File: config.mk
export PLATFORM = sky130hd
export DESIGN_NAME = hwd_front
export DESIGN_NICKNAME = d
export VERILOG_FILES = /design/src/rtl/assert_macros.svh /design/src/rtl/hwd_pkg.sv /design/src/rtl/hwd_front.sv
export SDC_FILE = /design/constraint.sdc
export NUM_CORES = 1
export LEC_CHECK = 0
export BUFFER_PORTS_ARGS = -buffer_cell sky130_fd_sc_hd__buf_2
export CAP_MARGIN = 0
export CORE_ASPECT_RATIO = 1.5
export CORE_UTILIZATION = 50
export DETAILED_ROUTE_END_ITERATION = 6
export GPL_TIMING_DRIVEN = 0
export PLACE_DENSITY = 0.89
export SLEW_MARGIN = 0
export SYNTH_ARGS = -nofsm -noshare
export SYNTH_HDL_FRONTEND = slang
export SYNTH_SLANG_ARGS = --single-unit
File: constraint.sdc
create_clock -name clk -period 4.2 [get_ports clk]
set_clock_uncertainty 0.15 [all_clocks]
set_input_delay 0.42 -clock clk [delete_from_list [all_inputs] [get_ports clk]]
set_output_delay 0.42 -clock clk [all_outputs]
set_load 0.03 [all_outputs]
File: src/rtl/assert_macros.svh
// assertion helper macros used by the core rtl file
// no dependencies; include with the bare file name
`ifndef ASSERT_MACROS_SVH
`define ASSERT_MACROS_SVH

// same-cycle implication, checked outside reset
`define HWD_ASSERT_IMPL(LBL, CLK, RSTN, ANTE, CONS) \
  LBL: assert property (@(posedge CLK) disable iff (!RSTN) (ANTE) |-> (CONS)) \
    else $error("same-cycle implication check failed");

// next-cycle implication, checked outside reset
`define HWD_ASSERT_NEXT(LBL, CLK, RSTN, ANTE, CONS) \
  LBL: assert property (@(posedge CLK) disable iff (!RSTN) (ANTE) |=> (CONS)) \
    else $error("next-cycle implication check failed");

`endif

File: src/rtl/hwd_pkg.sv
// types, codes and constants of the huffman tree-walk decoder
// no dependencies; used by every rtl module of the block but hwd_ram
package hwd_pkg;

  localparam int TREE_NODES_DEF = 512;
  localparam int SYMBOL_BITS    = 8;
  localparam int IDX_W          = 9;
  localparam int COUNT_W        = 32;
  localparam int CODE_BITS      = 8;
  localparam int BIT_CNT_W      = 3;
  localparam logic [BIT_CNT_W-1:0] TOP_BIT = 3'd7;
  localparam int QDEPTH         = 2;

  // operation codes of an input request
  typedef enum logic [1:0] {
    OP_LOAD   = 2'd0,
    OP_START  = 2'd1,
    OP_DECODE = 2'd2
  } hwd_op_t;

  // command kinds held in the queue
  typedef enum logic [1:0] {
    CMD_LOAD,
    CMD_START,
    CMD_DECODE
  } hwd_cmd_kind_t;

  // walker states
  typedef enum logic [1:0] {
    ST_IDLE,
    ST_WALK,
    ST_FLUSH
  } hwd_state_t;

  typedef struct packed {
    logic [1:0]             operation;
    logic [IDX_W-1:0]       node_index;
    logic                   node_is_leaf;
    logic [SYMBOL_BITS-1:0] node_symbol;
    logic [IDX_W-1:0]       left_child;
    logic [IDX_W-1:0]       right_child;
    logic [CODE_BITS-1:0]   code_byte;
  } hwd_in_t;

  typedef struct packed {
    logic [SYMBOL_BITS-1:0] symbol;
    logic                   last_of_byte;
    logic                   finished;
  } hwd_out_t;

  // one node table entry
  typedef struct packed {
    logic                   leaf;
    logic [SYMBOL_BITS-1:0] symbol;
    logic [IDX_W-1:0]       left;
    logic [IDX_W-1:0]       right;
  } hwd_node_t;

  localparam int NODE_W = $bits(hwd_node_t);

  // classified request passed from front to back
  typedef struct packed {
    hwd_cmd_kind_t        kind;
    logic [IDX_W-1:0]     index;
    hwd_node_t            node;
    logic [CODE_BITS-1:0] code;
  } hwd_cmd_t;

  // walker status seen by the top level
  typedef struct packed {
    logic walking;
    logic flushing;
    logic hold_valid;
    logic remaining_zero;
  } hwd_status_t;

endpackage

File: src/rtl/hwd_front.sv
// front end: accepts requests, drops the meaningless ones, queues the rest
// depends on hwd_pkg
module hwd_front
  import hwd_pkg::*;
#(
  parameter int TREE_NODES = TREE_NODES_DEF
) (
  input  logic     clk,
  input  logic     rst_n,
  input  logic     in_valid,
  output logic     in_ready,
  input  hwd_in_t  in_data,
  output logic     q_valid,
  input  logic     q_ready,
  output hwd_cmd_t q_cmd
);

  localparam int PTR_W = $clog2(QDEPTH);
  localparam logic [IDX_W:0] NODES_LIM = (IDX_W+1)'(TREE_NODES);

  hwd_cmd_t                 q_r [QDEPTH];
  logic [PTR_W-1:0]         wr_ptr_r, wr_ptr_nxt;
  logic [PTR_W-1:0]         rd_ptr_r, rd_ptr_nxt;
  logic [PTR_W:0]           count_r, count_nxt;
  logic                     keep;
  hwd_cmd_t                 cmd;
  logic                     push;
  logic                     pop;

  // classify the request
  always_comb begin
    keep       = 1'b0;
    cmd.kind   = CMD_DECODE;
    cmd.index  = in_data.node_index;
    cmd.node   = '{leaf:   in_data.node_is_leaf,
                   symbol: in_data.node_symbol,
                   left:   in_data.left_child,
                   right:  in_data.right_child};
    cmd.code   = in_data.code_byte;
    unique case (in_data.operation)
      OP_LOAD: begin
        cmd.kind = CMD_LOAD;
        keep     = ({1'b0, in_data.node_index} < NODES_LIM);
      end
      OP_START: begin
        cmd.kind = CMD_START;
        keep     = 1'b1;
      end
      OP_DECODE: begin
        cmd.kind = CMD_DECODE;
        keep     = 1'b1;
      end
      default: begin
        keep = 1'b0;
      end
    endcase
  end

  // queue bookkeeping
  assign in_ready = (count_r != (PTR_W+1)'(QDEPTH));
  assign push     = in_valid && in_ready && keep;
  assign q_valid  = (count_r != '0);
  assign pop      = q_valid && q_ready;
  assign q_cmd    = q_r[rd_ptr_r];

  always_comb begin
    wr_ptr_nxt = push ? wr_ptr_r + 1'b1 : wr_ptr_r;
    rd_ptr_nxt = pop ? rd_ptr_r + 1'b1 : rd_ptr_r;
    count_nxt  = count_r;
    if (push && !pop) begin
      count_nxt = count_r + 1'b1;
    end else if (pop && !push) begin
      count_nxt = count_r - 1'b1;
    end
  end

  always_ff @(posedge clk) begin
    if (!rst_n) begin
      wr_ptr_r <= '0;
      rd_ptr_r <= '0;
      count_r  <= '0;
    end else begin
      wr_ptr_r <= wr_ptr_nxt;
      rd_ptr_r <= rd_ptr_nxt;
      count_r  <= count_nxt;
    end
  end

  // queue storage
  always_ff @(posedge clk) begin
    if (push) begin
      q_r[wr_ptr_r] <= cmd;
    end
  end

endmodule

==> qor.txt <==
number of global-route vias before repair - 1,934
Site Rows - 37
maximum vdd drop - 0.000409 V
count leader, synth - edfxtp_1
Post-synth EDFFs - 92
maxcap violations - 0
Fin Hold WS - 0.0919 ns
PD cells - 617 nW/um^2
worst setup margin - 1.90 ns
routed vias - 1,885
initial antenna violation count - 0
DRT Wirelength - 5910 um
detailed-route DRC error count - 4
DRT iter0 DRCs - 80
Synth Register Bits - 97
synthesis warning total - 0
CTS Buf Count - 9
Synth top area share - 77.6%
Synth area leaders - edfxtp_1, mux2_2, dfxtp_1, buf_4, and2_1
count of final max-slew check failures - 0
Port-buffer cells - 97
Mapped Nets - 221
Post-Place Cells - 347
antenna viol nets, final - 0
Critical Path RT - 3.63 ns
Mapped Area - 3560 sq um
final std cells w/o fill - 364
largest area contributor in the netlist - edfxtp_1
CP startpoint kind - register
Tmin final - 2.30 ns
leakage - 1.64 nW
die area - 7470 sq um
Final nets - 331
CTS H-tree depth - 3
worst hold path type - in2reg
Hold Vio Cnt, Final - 0
# fillers - 504
sequential area share after synthesis - 80.4%
Relative slew margins - 60.0%
DP Worst Slack - 2.01 ns
placed cell areas - 4190 sq um
area grow syn2layout - 23.3%
status - complete, but fails checks
first-pass GRT wire length - 8810 um
# resized after CTS - 0
design area - 4390 sq um
crit path DAT - 1.73 ns
CTS Sinks - 97
CP Max Fanout - 10
post-synthesis cell count - 170
global-route usage over all layers - 16.7%
Synth cell types - 20
Final setup viols - 0
clk slew on worst S/H paths - 0.09 ns
Die X - 70.9 um
post-CTS setup buffers - 0
failing checks - design-rule violations
clk_lat worst skew - 0.36 ns
Setup crit end kind - output pin
critical setup path kind - reg2out
chip height - 105 um
number of buffers inserted by hold repair at cts - 0
DRT Pass-1 Iters - 7
unrepaired setup endpoints after global routing - no
Max Clk Rate - 436 MHz
CTS Buffer Depth - 2
Core Box Area - 6850 sq um
Via density - 5.18
Post-synth top flop - edfxtp_1
layout cells sized above 1 - 58.6%
largest net degree at the start of global routing - 29
initial core utilization - 52.0%
Root Buffer - clkbuf_8
IO Count - 98
gr ovfl total - 0
Period Utilization, post-route - 54.7%
Post-synth top cells - edfxtp_1, mux2_2, dfxtp_1, and2_1, buf_4
asr flop ratio synth - 0%
CTS tree - done
WL per Instance - 16.2 um
Syn Area/Cell - 21.0 sq um
Least-Margin Pin Slew - 0.599 ns
GP Congestion - 0.728
Detailed Place HPWL - 4060 um
[power breakdown]
group          switching [mW]  leakage [nW]  total [mW]  internal [mW]
clock network           0.310        0.0909       0.584          0.274
registers              0.0351         0.893        1.23           1.20
logic                   0.561         0.659       0.896          0.335
total                   0.906          1.64        2.71           1.80
[cell families after synthesis]
| group | Yosys count | synth area share, % |
|---|---|---|
| XOR/XNOR | 3 | 0.738 |
| flip-flops | 97 | 80.4 |
| buffers and inverters | 6 | 1.09 |
| AND/OR/NAND/NOR | 13 | 2.14 |
| AO/OA/AOI/OAI | 3 | 0.492 |
| adder cells (fa/ha/maj) | 1 | 0.351 |
| multiplexers | 47 | 14.8 |
[routing by layer]
| layer | track usage (%) | routed length (um) | part of all wire [%] | vias to the layer above |
|---|---|---|---|---|
| met5 | 0 | 0 | 0 | - |
| met4 | 9.86 | 116 | 2.0 | 0 |
| met3 | 5.93 | 338 | 5.7 | 9 |
| met2 | 30.2 | 3390 | 57 | 57 |
| met1 | 15.7 | 2070 | 35 | 939 |
| li1 | - | - | - | 880 |
[layout make-up]
cell class | instances | area [sq um] | share of cell area (%)
Antenna cell | 1 | 2.50 | 0.0570
Buffer | 6 | 38.8 | 0.883
Clock buffer | 9 | 124 | 2.82
Clock inverter | 7 | 70.1 | 1.60
Multi-Input combinational cell | 67 | 669 | 15.2
Sequential cell | 97 | 2860 | 65.2
Tap cell | 78 | 97.6 | 2.22
Timing Repair Buffer | 99 | 526 | 12.0
[worst paths after layout]
check / from / end / slack [ns] / depth (start not counted)
min reg2reg: wr_ptr_r / wr_ptr_r / 0.37 / 2
min: in_data[1] / q_r[1][1] / 0.09 / 1
max reg2reg: count_r[0] / q_r[0][1] / 2.08 / 4
max: register / q_cmd[45] / 1.90 / 4
[stage by stage]
step,power [mW],TNS (ns),utilization (%)
floorplan,1.91,0,-
global placement,2.13,-17.09,60.5
detailed placement,2.16,0,61.2
CTS,2.74,0,64.0
global route,2.82,0,64.0
finish,2.71,0,64.1
[state kept, by name, summed over array words and instances (netlist names), named ones only]
signal and cells:
q_r 92, rd_ptr_r 1, wr_ptr_r 1, count_r 2
[layout by cell type, fill, tap and decap left out, drive strengths merged]
| cell | instances |
|---|---|
| bufinv | 1 |
| xor2 | 1 |
| nand2b | 2 |
| o21ai | 2 |
| or2 | 1 |
| inv | 1 |
| or3 | 1 |
| mux2 | 46 |
| nand2 | 2 |
| diode | 1 |
| mux2i | 1 |
| xnor2 | 2 |
| clkinvlp | 2 |
| dfxtp | 5 |
| and2 | 4 |
| buf | 104 |
| clkbuf | 10 |
| clkinv | 3 |
| and3 | 1 |
| edfxtp | 92 |
| ha | 1 |
| nor2b | 2 |
| a21boi | 1 |
[worst max-delay path, cell delays in order, from the launching register on]
cell     delay (ns)
dfxtp_1        0.32
buf_2          0.25
buf_4          0.24
mux2_2         0.36
buf_2          0.18
(Power assumes the default switching activity.)
